--- config.mk ---
export PLATFORM = sky130hd
export DESIGN_NAME = trade_bar_aggregator_top
export DESIGN_NICKNAME = d
export VERILOG_FILES = /design/src/tba_pkg.sv /design/src/tba_front.sv /design/src/tba_fifo.sv /design/src/tba_back.sv /design/src/trade_bar_aggregator_top.sv
export SDC_FILE = /design/constraint.sdc
export NUM_CORES = 2
export LEC_CHECK = 0
export BUFFER_PORTS_ARGS = -buffer_cell sky130_fd_sc_hd__buf_2
export CELL_PAD_IN_SITES_DETAIL_PLACEMENT = 0
export CELL_PAD_IN_SITES_GLOBAL_PLACEMENT = 1
export CORE_UTILIZATION = 53
export CTS_CLUSTER_SIZE = 16
export DETAILED_ROUTE_END_ITERATION = 7
export PLACE_DENSITY = 0.91
export SKIP_LAST_GASP = 1
export SLEW_MARGIN = 20
export SYNTH_ARGS = -nofsm -noshare
export SYNTH_HDL_FRONTEND = slang
export SYNTH_HIERARCHICAL = 1
export SYNTH_SLANG_ARGS = --single-unit
--- constraint.sdc ---
create_clock -name i_clk -period 86.8 [get_ports i_clk]
set_input_delay 8.68 -clock i_clk [delete_from_list [all_inputs] [get_ports i_clk]]
set_output_delay 8.68 -clock i_clk [all_outputs]
set_load 0.005 [all_outputs]
--- src/tba_pkg.sv ---
// ----------------------------------------------------------------------------
// tba_pkg
// Shared widths, constants and payload types of the trade bar aggregator.
// ----------------------------------------------------------------------------
package tba_pkg;

    localparam int unsigned TIME_W   = 44;
    localparam int unsigned PRICE_W  = 32;
    localparam int unsigned QTY_W    = 32;
    localparam int unsigned VOL_W    = 48;
    localparam int unsigned CNT_W    = 24;
    localparam int unsigned RUN_W    = 16;

    // Bucket length in milliseconds.
    localparam int unsigned BUCKET_MS = 1000;

    // Gap bars emitted after one finished bar at most.
    localparam int unsigned MAX_GAP_BARS = 62;
    localparam int unsigned GAP_CNT_W    = $clog2(MAX_GAP_BARS + 2);

    // Queue between the front end and the bar builder.
    localparam int unsigned QUEUE_DEPTH = 2;
    localparam int unsigned QUEUE_AW    = (QUEUE_DEPTH > 1) ? $clog2(QUEUE_DEPTH) : 1;
    localparam int unsigned QUEUE_CW    = $clog2(QUEUE_DEPTH + 1);

    // Remainder unit: the timestamp is reduced modulo the bucket length one
    // byte per cycle.
    localparam int unsigned REM_W      = $clog2(BUCKET_MS);
    localparam int unsigned DIGIT_W    = 8;
    localparam int unsigned DIV_STEPS  = (TIME_W + DIGIT_W - 1) / DIGIT_W;
    localparam int unsigned DIV_W      = DIV_STEPS * DIGIT_W;
    localparam int unsigned STEP_CNT_W = (DIV_STEPS > 1) ? $clog2(DIV_STEPS) : 1;

    typedef struct packed {
        logic [TIME_W-1:0]  trade_time_ms;
        logic [PRICE_W-1:0] trade_price;
        logic [QTY_W-1:0]   trade_qty;
        logic               seller_aggressor;
    } t_trade;

    // A valid trade after bucketing, as it travels through the queue.
    typedef struct packed {
        logic [TIME_W-1:0]  bucket;
        logic [PRICE_W-1:0] price;
        logic [QTY_W-1:0]   qty;
        logic               sell;
    } t_work;

    typedef struct packed {
        logic [TIME_W-1:0]  bar_time_ms;
        logic [PRICE_W-1:0] open_price;
        logic [PRICE_W-1:0] high_price;
        logic [PRICE_W-1:0] low_price;
        logic [PRICE_W-1:0] close_price;
        logic [VOL_W-1:0]   total_volume;
        logic [CNT_W-1:0]   total_trades;
        logic [VOL_W-1:0]   buy_side_volume;
        logic [CNT_W-1:0]   buy_trades;
        logic [RUN_W-1:0]   longest_run;
        logic               is_gap_bar;
        logic               last;
    } t_bar;

endpackage

--- src/tba_front.sv ---
// ----------------------------------------------------------------------------
// tba_front
// Accepts trades, drops invalid ones and works out the one-second bucket of
// each valid trade before handing it to the queue.
// ----------------------------------------------------------------------------
module tba_front import tba_pkg::*; (
    input  logic   i_clk,
    input  logic   i_rst_n,
    input  logic   i_in_valid,
    output logic   o_in_stall,
    input  t_trade i_in_data,
    output logic   o_push,
    input  logic   i_full,
    output t_work  o_work
);

    typedef enum logic [2:0] {
        F_IDLE = 3'b001,
        F_DIV  = 3'b010,
        F_PUSH = 3'b100
    } t_fstate;

    t_fstate                r_state, n_state;
    logic [STEP_CNT_W-1:0]  r_step, n_step;
    logic [REM_W-1:0]       r_rem, n_rem;
    logic [DIV_W-1:0]       r_shift, n_shift;
    t_trade                 r_item, n_item;
    logic                   w_accept;
    logic                   w_valid_trade;

    // Feeds one byte of the dividend into the remainder, most significant
    // bit first. The remainder stays below the bucket length throughout.
    function automatic logic [REM_W-1:0] rem_step(input logic [REM_W-1:0]   rem,
                                                  input logic [DIGIT_W-1:0] digit);
        logic [REM_W:0] acc;
        acc = {1'b0, rem};
        for (int i = DIGIT_W - 1; i >= 0; i--) begin
            acc = {acc[REM_W-1:0], digit[i]};
            if (acc >= (REM_W+1)'(BUCKET_MS)) begin
                acc = acc - (REM_W+1)'(BUCKET_MS);
            end
        end
        return acc[REM_W-1:0];
    endfunction

    assign o_in_stall    = (r_state != F_IDLE);
    assign w_accept      = i_in_valid && !o_in_stall;
    assign w_valid_trade = (i_in_data.trade_time_ms != '0) &&
                           (i_in_data.trade_price != '0) &&
                           (i_in_data.trade_qty != '0);

    assign o_push        = (r_state == F_PUSH) && !i_full;
    assign o_work.bucket = r_item.trade_time_ms - TIME_W'(r_rem);
    assign o_work.price  = r_item.trade_price;
    assign o_work.qty    = r_item.trade_qty;
    assign o_work.sell   = r_item.seller_aggressor;

    always_comb begin
        n_state = r_state;
        n_step  = r_step;
        n_rem   = r_rem;
        n_shift = r_shift;
        n_item  = r_item;
        case (r_state)
            F_IDLE: begin
                // An invalid trade is taken and forgotten in the same transfer.
                if (w_accept && w_valid_trade) begin
                    n_item  = i_in_data;
                    n_shift = DIV_W'(i_in_data.trade_time_ms);
                    n_rem   = '0;
                    n_step  = '0;
                    n_state = F_DIV;
                end
            end
            F_DIV: begin
                n_rem   = rem_step(r_rem, r_shift[DIV_W-1 -: DIGIT_W]);
                n_shift = r_shift << DIGIT_W;
                n_step  = r_step + STEP_CNT_W'(1);
                if (r_step == STEP_CNT_W'(DIV_STEPS - 1)) begin
                    n_state = F_PUSH;
                end
            end
            F_PUSH: begin
                if (!i_full) begin
                    n_state = F_IDLE;
                end
            end
            default: begin
                n_state = F_IDLE;
            end
        endcase
    end

    always_ff @(posedge i_clk) begin
        if (!i_rst_n) begin
            r_state <= F_IDLE;
        end else begin
            r_state <= n_state;
        end
    end

    always_ff @(posedge i_clk) begin
        r_step  <= n_step;
        r_rem   <= n_rem;
        r_shift <= n_shift;
        r_item  <= n_item;
    end

endmodule

--- src/tba_fifo.sv ---
// ----------------------------------------------------------------------------
// tba_fifo
// Short first-in first-out queue of bucketed trades between the front end
// and the bar builder.
// ----------------------------------------------------------------------------
module tba_fifo import tba_pkg::*; (
    input  logic  i_clk,
    input  logic  i_rst_n,
    input  logic  i_push,
    input  t_work i_wdata,
    output logic  o_full,
    input  logic  i_pop,
    output logic  o_valid,
    output t_work o_rdata
);

    t_work                r_mem [QUEUE_DEPTH];
    logic [QUEUE_AW-1:0]  r_wr_ptr, n_wr_ptr;
    logic [QUEUE_AW-1:0]  r_rd_ptr, n_rd_ptr;
    logic [QUEUE_CW-1:0]  r_count, n_count;
    logic                 w_push;
    logic                 w_pop;

    assign o_full  = (r_count == QUEUE_CW'(QUEUE_DEPTH));
    assign o_valid = (r_count != '0);
    assign o_rdata = r_mem[r_rd_ptr];
    assign w_push  = i_push && !o_full;
    assign w_pop   = i_pop && o_valid;

    always_comb begin
        n_wr_ptr = r_wr_ptr;
        n_rd_ptr = r_rd_ptr;
        n_count  = r_count;
        if (w_push) begin
            n_wr_ptr = (r_wr_ptr == QUEUE_AW'(QUEUE_DEPTH - 1)) ? '0
                                                                : r_wr_ptr + QUEUE_AW'(1);
        end
        if (w_pop) begin
            n_rd_ptr = (r_rd_ptr == QUEUE_AW'(QUEUE_DEPTH - 1)) ? '0
                                                                : r_rd_ptr + QUEUE_AW'(1);
        end
        if (w_push && !w_pop) begin
            n_count = r_count + QUEUE_CW'(1);
        end else if (w_pop && !w_push) begin
            n_count = r_count - QUEUE_CW'(1);
        end
    end

    always_ff @(posedge i_clk) begin
        if (!i_rst_n) begin
            r_wr_ptr <= '0;
            r_rd_ptr <= '0;
            r_count  <= '0;
        end else begin
            r_wr_ptr <= n_wr_ptr;
            r_rd_ptr <= n_rd_ptr;
            r_count  <= n_count;
        end
    end

    always_ff @(posedge i_clk) begin
        if (w_push) begin
            r_mem[r_wr_ptr] <= i_wdata;
        end
    end

endmodule

--- src/tba_back.sv ---
// ----------------------------------------------------------------------------
// tba_back
// Bar builder: folds bucketed trades into the bar in progress, emits the
// finished bar and any gap bars, and tracks same-side runs.
// ----------------------------------------------------------------------------
module tba_back import tba_pkg::*; (
    input  logic  i_clk,
    input  logic  i_rst_n,
    input  logic  i_run_track_en,
    input  logic  i_q_valid,
    output logic  o_q_pop,
    input  t_work i_q_data,
    output logic  o_out_valid,
    input  logic  i_out_stall,
    output t_bar  o_out_data
);

    typedef enum logic [2:0] {
        S_IDLE = 3'b001,
        S_BAR  = 3'b010,
        S_GAP  = 3'b100
    } t_bstate;

    localparam logic [1:0] SIDE_NONE = 2'd0;
    localparam logic [1:0] SIDE_BUY  = 2'd1;
    localparam logic [1:0] SIDE_SELL = 2'd2;

    t_bstate               r_state, n_state;
    logic                  r_bar_open, n_bar_open;
    logic [1:0]            r_prev_side, n_prev_side;
    logic [RUN_W-1:0]      r_run_count, n_run_count;
    logic                  r_out_valid, n_out_valid;

    logic [TIME_W-1:0]     r_bucket_start, n_bucket_start;
    logic [PRICE_W-1:0]    r_open, n_open;
    logic [PRICE_W-1:0]    r_high, n_high;
    logic [PRICE_W-1:0]    r_low, n_low;
    logic [PRICE_W-1:0]    r_close, n_close;
    logic [VOL_W-1:0]      r_vol, n_vol;
    logic [CNT_W-1:0]      r_trades, n_trades;
    logic [VOL_W-1:0]      r_bvol, n_bvol;
    logic [CNT_W-1:0]      r_btrades, n_btrades;
    logic [RUN_W-1:0]      r_max_run, n_max_run;
    t_work                 r_item, n_item;
    logic [RUN_W-1:0]      r_run_len, n_run_len;
    logic [TIME_W:0]       r_gap_time, n_gap_time;
    logic [GAP_CNT_W-1:0]  r_gap_cnt, n_gap_cnt;
    t_bar                  r_out, n_out;

    logic                  w_can_load;
    logic                  w_pop;
    logic [1:0]            w_side;
    logic [1:0]            w_side_next;
    logic [RUN_W-1:0]      w_run_next;
    logic [RUN_W-1:0]      w_run_len;
    logic                  w_new_bucket;
    logic                  w_has_gap;
    logic [TIME_W:0]       w_gap_next;
    logic [GAP_CNT_W-1:0]  w_gap_cnt_inc;
    logic                  w_more_gaps;

    // Trade folding
    logic                  w_apply;
    t_work                 w_src;
    logic [RUN_W-1:0]      w_src_run;
    logic                  w_fresh;
    logic [PRICE_W-1:0]    w_base_high;
    logic [PRICE_W-1:0]    w_base_low;
    logic [VOL_W-1:0]      w_base_vol;
    logic [CNT_W-1:0]      w_base_trades;
    logic [VOL_W-1:0]      w_base_bvol;
    logic [CNT_W-1:0]      w_base_btrades;
    logic [RUN_W-1:0]      w_base_run;
    logic [VOL_W:0]        w_vol_sum;
    logic [VOL_W:0]        w_bvol_sum;

    assign o_out_valid = r_out_valid;
    assign o_out_data  = r_out;
    assign w_can_load  = !r_out_valid || !i_out_stall;
    assign w_pop       = (r_state == S_IDLE) && i_q_valid;
    assign o_q_pop     = w_pop;

    // Run tracking happens as each trade leaves the queue, whatever the
    // bucket does.
    always_comb begin
        w_side      = i_q_data.sell ? SIDE_SELL : SIDE_BUY;
        w_side_next = r_prev_side;
        w_run_next  = r_run_count;
        w_run_len   = RUN_W'(1);
        if (i_run_track_en) begin
            if (w_side == r_prev_side) begin
                if (r_run_count != '1) begin
                    w_run_next = r_run_count + RUN_W'(1);
                end
            end else begin
                w_side_next = w_side;
                w_run_next  = RUN_W'(1);
            end
            w_run_len = w_run_next;
        end
    end

    assign w_new_bucket  = i_q_data.bucket != r_bucket_start;
    assign w_has_gap     = (r_gap_time < {1'b0, r_item.bucket}) && (MAX_GAP_BARS != 0);
    assign w_gap_next    = r_gap_time + (TIME_W+1)'(BUCKET_MS);
    assign w_gap_cnt_inc = r_gap_cnt + GAP_CNT_W'(1);
    assign w_more_gaps   = (w_gap_next < {1'b0, r_item.bucket}) &&
                           (w_gap_cnt_inc < GAP_CNT_W'(MAX_GAP_BARS));

    // Folds one trade into the bar, starting a fresh bar where asked.
    always_comb begin
        w_src     = (r_state == S_IDLE) ? i_q_data : r_item;
        w_src_run = (r_state == S_IDLE) ? w_run_len : r_run_len;
        w_fresh   = (r_state == S_IDLE) ? !r_bar_open : 1'b1;

        w_base_high    = w_fresh ? w_src.price : r_high;
        w_base_low     = w_fresh ? w_src.price : r_low;
        w_base_vol     = w_fresh ? '0 : r_vol;
        w_base_trades  = w_fresh ? '0 : r_trades;
        w_base_bvol    = w_fresh ? '0 : r_bvol;
        w_base_btrades = w_fresh ? '0 : r_btrades;
        w_base_run     = w_fresh ? '0 : r_max_run;

        w_vol_sum  = {1'b0, w_base_vol} + (VOL_W+1)'(w_src.qty);
        w_bvol_sum = {1'b0, w_base_bvol} + (VOL_W+1)'(w_src.qty);
    end

    always_comb begin
        n_state        = r_state;
        n_bar_open     = r_bar_open;
        n_prev_side    = r_prev_side;
        n_run_count    = r_run_count;
        n_out_valid    = r_out_valid;
        n_bucket_start = r_bucket_start;
        n_open         = r_open;
        n_high         = r_high;
        n_low          = r_low;
        n_close        = r_close;
        n_vol          = r_vol;
        n_trades       = r_trades;
        n_bvol         = r_bvol;
        n_btrades      = r_btrades;
        n_max_run      = r_max_run;
        n_item         = r_item;
        n_run_len      = r_run_len;
        n_gap_time     = r_gap_time;
        n_gap_cnt      = r_gap_cnt;
        n_out          = r_out;
        w_apply        = 1'b0;

        if (w_can_load) begin
            n_out_valid = 1'b0;
        end

        case (r_state)
            S_IDLE: begin
                if (w_pop) begin
                    n_prev_side = w_side_next;
                    n_run_count = w_run_next;
                    if (!r_bar_open || !w_new_bucket) begin
                        w_apply = 1'b1;
                    end else begin
                        n_item     = i_q_data;
                        n_run_len  = w_run_len;
                        n_gap_time = {1'b0, r_bucket_start} + (TIME_W+1)'(BUCKET_MS);
                        n_state    = S_BAR;
                    end
                end
            end
            S_BAR: begin
                if (w_can_load) begin
                    n_out_valid           = 1'b1;
                    n_out.bar_time_ms     = r_bucket_start;
                    n_out.open_price      = r_open;
                    n_out.high_price      = r_high;
                    n_out.low_price       = r_low;
                    n_out.close_price     = r_close;
                    n_out.total_volume    = r_vol;
                    n_out.total_trades    = r_trades;
                    n_out.buy_side_volume = r_bvol;
                    n_out.buy_trades      = r_btrades;
                    n_out.longest_run     = r_max_run;
                    n_out.is_gap_bar      = 1'b0;
                    n_out.last            = !w_has_gap;
                    if (w_has_gap) begin
                        n_gap_cnt = '0;
                        n_state   = S_GAP;
                    end else begin
                        w_apply = 1'b1;
                        n_state = S_IDLE;
                    end
                end
            end
            S_GAP: begin
                if (w_can_load) begin
                    n_out_valid           = 1'b1;
                    n_out.bar_time_ms     = r_gap_time[TIME_W-1:0];
                    n_out.open_price      = r_close;
                    n_out.high_price      = r_close;
                    n_out.low_price       = r_close;
                    n_out.close_price     = r_close;
                    n_out.total_volume    = '0;
                    n_out.total_trades    = '0;
                    n_out.buy_side_volume = '0;
                    n_out.buy_trades      = '0;
                    n_out.longest_run     = '0;
                    n_out.is_gap_bar      = 1'b1;
                    n_out.last            = !w_more_gaps;
                    n_gap_time            = w_gap_next;
                    n_gap_cnt             = w_gap_cnt_inc;
                    if (!w_more_gaps) begin
                        w_apply = 1'b1;
                        n_state = S_IDLE;
                    end
                end
            end
            default: begin
                n_state = S_IDLE;
            end
        endcase

        // When a bar closes, the new bar opens in the same cycle as the last result is
        // loaded for output; that result has already taken the old close.
        if (w_apply) begin
            n_bar_open     = 1'b1;
            n_bucket_start = w_src.bucket;
            if (w_fresh) begin
                n_open = w_src.price;
            end
            n_close   = w_src.price;
            n_high    = (w_src.price > w_base_high) ? w_src.price : w_base_high;
            n_low     = (w_src.price < w_base_low) ? w_src.price : w_base_low;
            n_vol     = w_vol_sum[VOL_W] ? '1 : w_vol_sum[VOL_W-1:0];
            n_trades  = (w_base_trades == '1) ? w_base_trades
                                              : w_base_trades + CNT_W'(1);
            n_max_run = (w_src_run > w_base_run) ? w_src_run : w_base_run;
            n_bvol    = w_base_bvol;
            n_btrades = w_base_btrades;
            if (!w_src.sell) begin
                n_bvol    = w_bvol_sum[VOL_W] ? '1 : w_bvol_sum[VOL_W-1:0];
                n_btrades = (w_base_btrades == '1) ? w_base_btrades
                                                   : w_base_btrades + CNT_W'(1);
            end
        end
    end

    always_ff @(posedge i_clk) begin
        if (!i_rst_n) begin
            r_state     <= S_IDLE;
            r_bar_open  <= 1'b0;
            r_prev_side <= SIDE_NONE;
            r_run_count <= '0;
            r_out_valid <= 1'b0;
        end else begin
            r_state     <= n_state;
            r_bar_open  <= n_bar_open;
            r_prev_side <= n_prev_side;
            r_run_count <= n_run_count;
            r_out_valid <= n_out_valid;
        end
    end

    always_ff @(posedge i_clk) begin
        r_bucket_start <= n_bucket_start;
        r_open         <= n_open;
        r_high         <= n_high;
        r_low          <= n_low;
        r_close        <= n_close;
        r_vol          <= n_vol;
        r_trades       <= n_trades;
        r_bvol         <= n_bvol;
        r_btrades      <= n_btrades;
        r_max_run      <= n_max_run;
        r_item         <= n_item;
        r_run_len      <= n_run_len;
        r_gap_time     <= n_gap_time;
        r_gap_cnt      <= n_gap_cnt;
        r_out          <= n_out;
    end

endmodule

--- src/trade_bar_aggregator_top.sv ---
// Throughput: the front end takes a new valid trade only once it has pushed the
// last one; its remainder unit reduces the timestamp one byte per cycle. Invalid
// trades are taken one per cycle while it is idle. A finished bar and its gap bars
// leave at one per cycle while the output is not stalled.
// Reset is synchronous and active low; it clears the control state, empties the
// queue and sets run tracking on. No clearing pass follows reset.
// ----------------------------------------------------------------------------
// trade_bar_aggregator_top
// One-second OHLCV bar builder for a trade stream, with gap-bar filling and
// same-side run tracking.
// ----------------------------------------------------------------------------
module trade_bar_aggregator_top import tba_pkg::*; (
    input  logic   i_clk,
    input  logic   i_rst_n,
    input  logic   i_in_valid,
    output logic   o_in_stall,
    input  t_trade i_in_data,
    output logic   o_out_valid,
    input  logic   i_out_stall,
    output t_bar   o_out_data,
    input  logic   i_cfg_valid,
    output logic   o_cfg_ready,
    input  logic   i_cfg_data
);

    logic   r_run_track_en;
    logic   w_push;
    logic   w_q_full;
    logic   w_q_valid;
    logic   w_q_pop;
    t_work  w_push_data;
    t_work  w_q_data;

    assign o_cfg_ready = 1'b1;

    always_ff @(posedge i_clk) begin
        if (!i_rst_n) begin
            r_run_track_en <= 1'b1;
        end else if (i_cfg_valid && o_cfg_ready) begin
            r_run_track_en <= i_cfg_data;
        end
    end

    tba_front u_front (
        .i_clk      (i_clk),
        .i_rst_n    (i_rst_n),
        .i_in_valid (i_in_valid),
        .o_in_stall (o_in_stall),
        .i_in_data  (i_in_data),
        .o_push     (w_push),
        .i_full     (w_q_full),
        .o_work     (w_push_data)
    );

    tba_fifo u_fifo (
        .i_clk   (i_clk),
        .i_rst_n (i_rst_n),
        .i_push  (w_push),
        .i_wdata (w_push_data),
        .o_full  (w_q_full),
        .i_pop   (w_q_pop),
        .o_valid (w_q_valid),
        .o_rdata (w_q_data)
    );

    tba_back u_back (
        .i_clk          (i_clk),
        .i_rst_n        (i_rst_n),
        .i_run_track_en (r_run_track_en),
        .i_q_valid      (w_q_valid),
        .o_q_pop        (w_q_pop),
        .i_q_data       (w_q_data),
        .o_out_valid    (o_out_valid),
        .i_out_stall    (i_out_stall),
        .o_out_data     (o_out_data)
    );

    // The front end must never offer a trade to a full queue.
    a_no_overflow: assert property (@(posedge i_clk) disable iff (!i_rst_n)
        !(w_push && w_q_full))
        else $error("trade pushed into a full queue");

    // A gap bar carries no trades and is flat.
    a_gap_flat: assert property (@(posedge i_clk) disable iff (!i_rst_n)
        (o_out_valid && o_out_data.is_gap_bar) |->
            (o_out_data.total_trades == '0 && o_out_data.total_volume == '0 &&
             o_out_data.open_price == o_out_data.close_price &&
             o_out_data.high_price == o_out_data.low_price))
        else $error("gap bar is not flat");

    // A finished bar holds at least one trade and a consistent price range.
    a_bar_sane: assert property (@(posedge i_clk) disable iff (!i_rst_n)
        (o_out_valid && !o_out_data.is_gap_bar) |->
            (o_out_data.total_trades != '0 &&
             o_out_data.low_price <= o_out_data.high_price &&
             o_out_data.buy_side_volume <= o_out_data.total_volume))
        else $error("finished bar is inconsistent");

endmodule

After elaboration in Yosys (flattened, before gate mapping) --
Memory sizes are Yosys's and may differ from the RTL's. A register that Yosys moved wholly into a read port is not among the register bits. Cells that the tools add are included.
Word-level totals: output and inout port bits 337, word-level logic and storage cells 234, register bits after elaboration 1043, bits of input ports 115, memories 1, bits in writable memories 218
Cells by class: bitwise gates (word level) 2, muxes and demuxes 83, equal/unequal tests 23, add/sub/neg operators 22, order comparisons 14, reduce and logical (&&, ||, !) cells 43
Memories:
- u_fifo.r_mem | words 2, width 109, rd ports 1, clocked after Yosys merged registers in 1, wr ports 1, RTL line tba_fifo.sv:17 | t_work r_mem [QUEUE_DEPTH];
Operators with widths (number):
- two-way mux 334 bit | 2
- one-hot mux 334 bit (2 select lines) | 1
- two-way mux 48 bit | 5
- two-way mux 10 bit | 16
- two-way mux 45 bit | 3
- two-way mux 32 bit | 4
- two-way mux 24 bit | 5
- two-way mux 109 bit | 1
- adder 48 x 32 -> 49 bit | 2
- two-way mux 16 bit | 6
- one-hot mux 48 bit (2 select lines) | 1
- < comparator 45 x 44 -> 1 bit | 2
- one-hot mux 45 bit (2 select lines) | 1
- greater-or-equal comparator 11 x 10 -> 1 bit (second input constant) | 8
- subtractor 10 bit (second input constant) | 8
- nonzero test 32 bit | 2
- adder 24 x 1 -> 24 bit (second input constant) | 2
- equality test 24 bit (second input constant) | 2
- adder 44 x 10 -> 45 bit (second input constant) | 1
- adder 45 x 10 -> 45 bit (second input constant) | 1
- inequality test 44 bit | 1
- nonzero test 44 bit | 1
- subtractor 44 x 10 -> 44 bit | 1
- > comparator 32 bit | 1
- 37 further kinds | 110

Depth between registers and ports, before layout --
word-level depth 24, gate-level depth with buffers 25, gate-level depth less buffers 22

Modules after synthesis --
The synthesis kept the hierarchy.
Modules (own cells, without submodules):
- tba_back | seq. area each 25744.7 um^2, area an instance 44670.3 um^2, times used 1, cells each 3994
- tba_front | seq. area each 5165.0 um^2, area an instance 10234.8 um^2, times used 1, cells each 952
- tba_fifo | seq. area each 6646.4 um^2, area an instance 8126.5 um^2, times used 1, cells each 364
- trade_bar_aggregator_top | seq. area each 20.0 um^2, area an instance 45.0 um^2, times used 1, cells each 5

Least setup slack after synthesis --
No wires, ideal clock.
path type input to register, start in i_out_stall, end reg u_back.r_btrades[0], enable pin, cell stages on the path 3, buffers on the path 0, path slack 43.205 ns, data required time 85.423 ns, arrival 42.218 ns, library setup time 1.377 ns, cells stage by stage a21oi_1 nand2_1 o21ai_0
On the way: longest elaborated chain between the ends 4, elaborated cells between the ends (all ways) 5, classes of those cells mux (3); reduce/logical (2)
Ends and longest elaborated chain:
- start, declared | RTL line trade_bar_aggregator_top.sv:19 | input logic i_out_stall,
- zero test 1 bit * | RTL line tba_back.sv:79 | assign w_can_load = !r_out_valid || !i_out_stall;
- logical OR 1 bit * | RTL line tba_back.sv:79
- two-way mux 1 bit (on tied branches) | RTL line tba_back.sv:195, tba_back.sv:171
- one-hot mux 1 bit (3 select lines) * | RTL line tba_back.sv:155 | case (r_state)
- named net u_back.w_apply | RTL line tba_back.sv:63 | logic w_apply;
- end signal, assigned | RTL line tba_back.sv:272 | r_btrades <= n_btrades;
- end, declared | RTL line tba_back.sv:42 | logic [CNT_W-1:0] r_btrades, n_btrades;
The timed path passes the listed nets; every way through them passes the cells marked *. A chain may end at the register's enable or synchronous reset.

Worst setup path in the final report --
start in i_in_data[42] (netlist name), end reg u_front.r_state[1]
On the way: longest elaborated chain between the ends 6
Ends and longest elaborated chain:
- start, declared | RTL line trade_bar_aggregator_top.sv:17 | input t_trade i_in_data,
- nonzero test 32 bit | RTL line tba_front.sv:49 | (i_in_data.trade_price != '0) &&
- logical AND 1 bit | RTL line tba_front.sv:48 | assign w_valid_trade = (i_in_data.trade_time_ms != '0) &&
- logical AND 1 bit | RTL line tba_front.sv:49
- logical AND 1 bit | RTL line tba_front.sv:67 | if (w_accept && w_valid_trade) begin
- inequality test 2 x 1 -> 1 bit (no source line)
- AND reduction 3 bit (no source line)
- end signal, assigned | RTL line tba_front.sv:98 | r_state <= n_state;
- end, declared | RTL line tba_front.sv:23 | t_fstate r_state, n_state;
No other way between the ends.

==> qor.csv <==
stage,metric,value,unit
outcome,status,"finished, final reports clean",
final_layout,Multi-input gate area,23680,um^2
detailed_routing,DRT Pass-1 Iters,7,
clock_network,hold_buf cts,0,
power,sequential share of power,0.448,
final_layout,Layout area overhead,12.36,%
floorplanning,Core Box Area,118100,um^2
grt,largest net degree at the start of global routing,164,
setup_path,CP Class,primary input to flip-flop,
final_layout,Final Util,0.6002,
sta,final setup violation count,0,
sta,RSZ-0062 raised after global routing,false,
power,Lkg Pwr,0.02738,uW
detailed_routing,Routed wire per std cell,21.06,um
setup_path,Worst setup EP type,flip-flop,
logic_synthesis,post-synth net total,5680,
grt,antenna violations before repair,3,
floorplanning,Row Count,126,
setup_path,crit path from,i_in_data[42],
sta,Max Clock Skew,22.79,ps
logic_synthesis,Post-synth EDFFs,1230,
power,Logic pwr share,0.187,
setup_path,Max Fanout on Critical Path,57,
clock_network,clk sink count,1262,
clock_network,Clock Latency Late Sink,770,ps
detailed_routing,Post-route DRC,0,
power,internal power,1139,uW
min_path,hold path depth,0,
clock_network,"CTS clk-pin slew, worst paths",60,ps
detailed_routing,routed vias/inst,5.771,
setup_path,Worst path max stage delay,900,ps
setup_path,startpoint types,primary input,
logic_synthesis,Synth async-reset ratio,0,
clock_network,Resize count post-CTS,0,
power,Clock power frac,0.364,
grt,first-pass GRT wire length,235000,um
final_layout,Sequential Area,37580,um^2
clock_network,clock tree root buffer cell,clkbuf_16,
sta,crit path time final,11200,ps
floorplanning,die width,347.0,um
sta,Final period util,0.1290,
floorplanning,num ports,452,
placed_design,GP Congestion,0.9161,
setup_path,CP most frequent cell,buf_4,
logic_synthesis,Synth Flop Type,edfxtp_1,
setup_path,crit path cell chain,buf_2 > nor4_1 > nand4_1 > nor2_1 > nor3_2 > buf_4 > buf_4 > o211a_1,
flow_run,Max Cap Viol,0,
sta,achievable frequency,89.30,MHz
setup_path,CP endpoint,u_front/r_state[1],
power,Sw Ratio,0.2876,
final_layout,layout cells sized above 1,0.1576,
power,net switching power,459.7,uW
placed_design,PortBufs,450,
sta,final hold viol count,0,
logic_synthesis,number of synthesized register bits,1262,
final_layout,Nets,6054,
detailed_routing,routed wire length,154400,um
detailed_routing,post-route ant nets,0,
logic_synthesis,yosys warns,6,
grt,total track usage,0.2536,
logic_synthesis,Mapped Area,63080,um^2
logic_synthesis,post-synth cell types,123,
power,peak supply drop,0.00003710,V
setup_path,flop2flop setup slack,79290,ps
clock_network,H-tree depth,4,
logic_synthesis,Syn Inst Count,5315,
floorplanning,Die Y,347.0,um
clock_network,Num CTS Buffers,137,
placed_design,DP HPWL,108600,um
setup_path,reg2reg start,u_front/r_rem[2],
floorplanning,die area,120400,um^2
setup_path,WP data required,87450,ps
clock_network,Max clock buf depth,3,
grt,vias in the first global route,40400,
min_path,Hold Crit Class,flip-flop to flip-flop,
sta,Slew HR,0.2588,
clock_network,CTS tree,built,
floorplanning,initial core utilization,0.5342,
detailed_routing,DRT iter0 DRCs,3613,
setup_path,Reg-to-Reg End,u_front/r_rem[6],
logic_synthesis,post-synthesis sequential area ratio,0.5957,
sta,Pins Over Slew Limit,0,
logic_synthesis,"area leader, netlist",edfxtp_1,
setup_path,Critical-path top delay cell,nor4_1,
grt,total grt overflow,0,
sta,worst slew pin tran,1112,ps
setup_path,critical path arrival,11850,ps
clock_network,post-CTS setup buffers,0,
logic_synthesis,synth top area cells,"edfxtp_1 (59%), nand2_1 (5.6%), ha_1 (4.9%)",
power,ratio of total power to cell area,22.55,nW/um^2
logic_synthesis,post-synth top area share,0.5856,
sta,Setup TNS,0,ps
setup_path,R2R cell count,21,
power,Pwr Total,1598,uW
final_layout,Fillers,9413,
logic_synthesis,"Avg Cell Area, Syn",11.87,um^2
detailed_routing,DR vias,42310,
[layout by cell type (no fill, tap or decap), types with 52 or more instances in the layout]
| master | instances |
|---|---|
| inv_1 | 162 |
| mux2i_1 | 116 |
| clkbuf_16 | 140 |
| o21ai_0 | 274 |
| edfxtp_1 | 1230 |
| and3_1 | 59 |
| xnor2_1 | 124 |
| and2_1 | 283 |
| nor3_1 | 71 |
| nor2_1 | 224 |
| nand3_1 | 90 |
| xor2_1 | 168 |
| mux2_2 | 118 |
| nand4_1 | 85 |
| a21oi_1 | 171 |
| nand2_1 | 946 |
| ha_1 | 247 |
| buf_2 | 450 |
| nor4_1 | 52 |
| a21o_1 | 98 |
[cells in the mapped netlist (all sizes together), types with 76 or more instances]
cell type	instances
o21ai	291
and2	284
xor2	168
nand3	91
buf	111
mux2	130
nand2	949
clkbuf	145
a21o	99
nor2	227
inv	164
nor3	76
nand4	85
a21oi	182
mux2i	119
edfxtp	1230
xnor2	125
ha	247
[flip-flops by register name, summed over array words and instances (netlist names), 44 cells and up, named ones only]
register and cells:
u_back/o_out_data 334, u_fifo/r_mem 218, u_back/r_item 109, u_front/o_work 65
u_back/r_bvol 48, u_back/r_vol 48, u_front/r_shift 48, u_back/r_gap_time 45
u_back/r_bucket_start 44, u_front/r_item 44
[per-stage QoR]
stage	setup slack [ps]	instance area [um^2]	instances	hold WS [ps]
after floorplan	43210	63080	5315	426.2
after global placement	74770	66380	7086	426.1
after detailed placement	74700	66380	7086	435.0
after CTS	75540	70870	7329	428.5
after global routing	75470	70870	7329	440.2
final	75600	70870	7331	440.2
[layer usage]
metal / global-route usage / up-vias / wire, um
met5: 0 / - / 11
met4: 0.09753 / 2 / 5321
met3: 0.03895 / 246 / 10020
met2: 0.3947 / 1473 / 70300
met1: 0.3589 / 20520 / 68710
li1: - / 20070 / -
[layout make-up]
cell class / count / area share
Antenna cell: 2 / 0.00007062
Clock buffer: 158 / 0.05038
Clock inverter: 85 / 0.01287
Inverter: 165 / 0.008774
Multi-Input combinational cell: 3632 / 0.3341
Sequential cell: 1262 / 0.5302
Tap cell: 1536 / 0.02712
Timing Repair Buffer: 491 / 0.03647
[worst min-delay path by stage]
stage | start | to | slack (ps)
after CTS | u_back/r_close[0] | u_back/o_out_data[162] | 430
after global routing | u_back/r_close[0] | u_back/o_out_data[162] | 440
after global placement | u_front/o_work[0] | u_fifo/r_mem[0][0] | 430
after detailed placement | u_back/r_close[31] | u_back/o_out_data[193] | 440
after floorplan | u_back/r_close[0] | u_back/o_out_data[162] | 430
final | u_back/r_close[0] | u_back/o_out_data[162] | 440
[cells by family after synthesis]
group / after synthesis / share of synthesized area
simple gates: 1990 / 0.1515
compound gates: 846 / 0.08784
buf+inv: 421 / 0.03057
fa+ha+maj: 253 / 0.05044
xor+xnor: 293 / 0.04080
flops: 1262 / 0.5957
other cells: 1 / 0.00005945
mux: 249 / 0.04306
[critical path, delay by kind of cell]
family,cells,cell delay [ps]
AOI/OAI and AO/OA,1,330
buffers and inverters,3,950
and+or+nand+nor,4,1840
[power groups by stage]
stage	Clock, uW	Sequential, uW	Combinational (uW)
floorplan	0	722	244
global placement	0	729	288
detailed placement	0	729	292
CTS	594	717	294
global route	615	719	327
finish	582	717	299
Power figures use the tool's default switching activity.
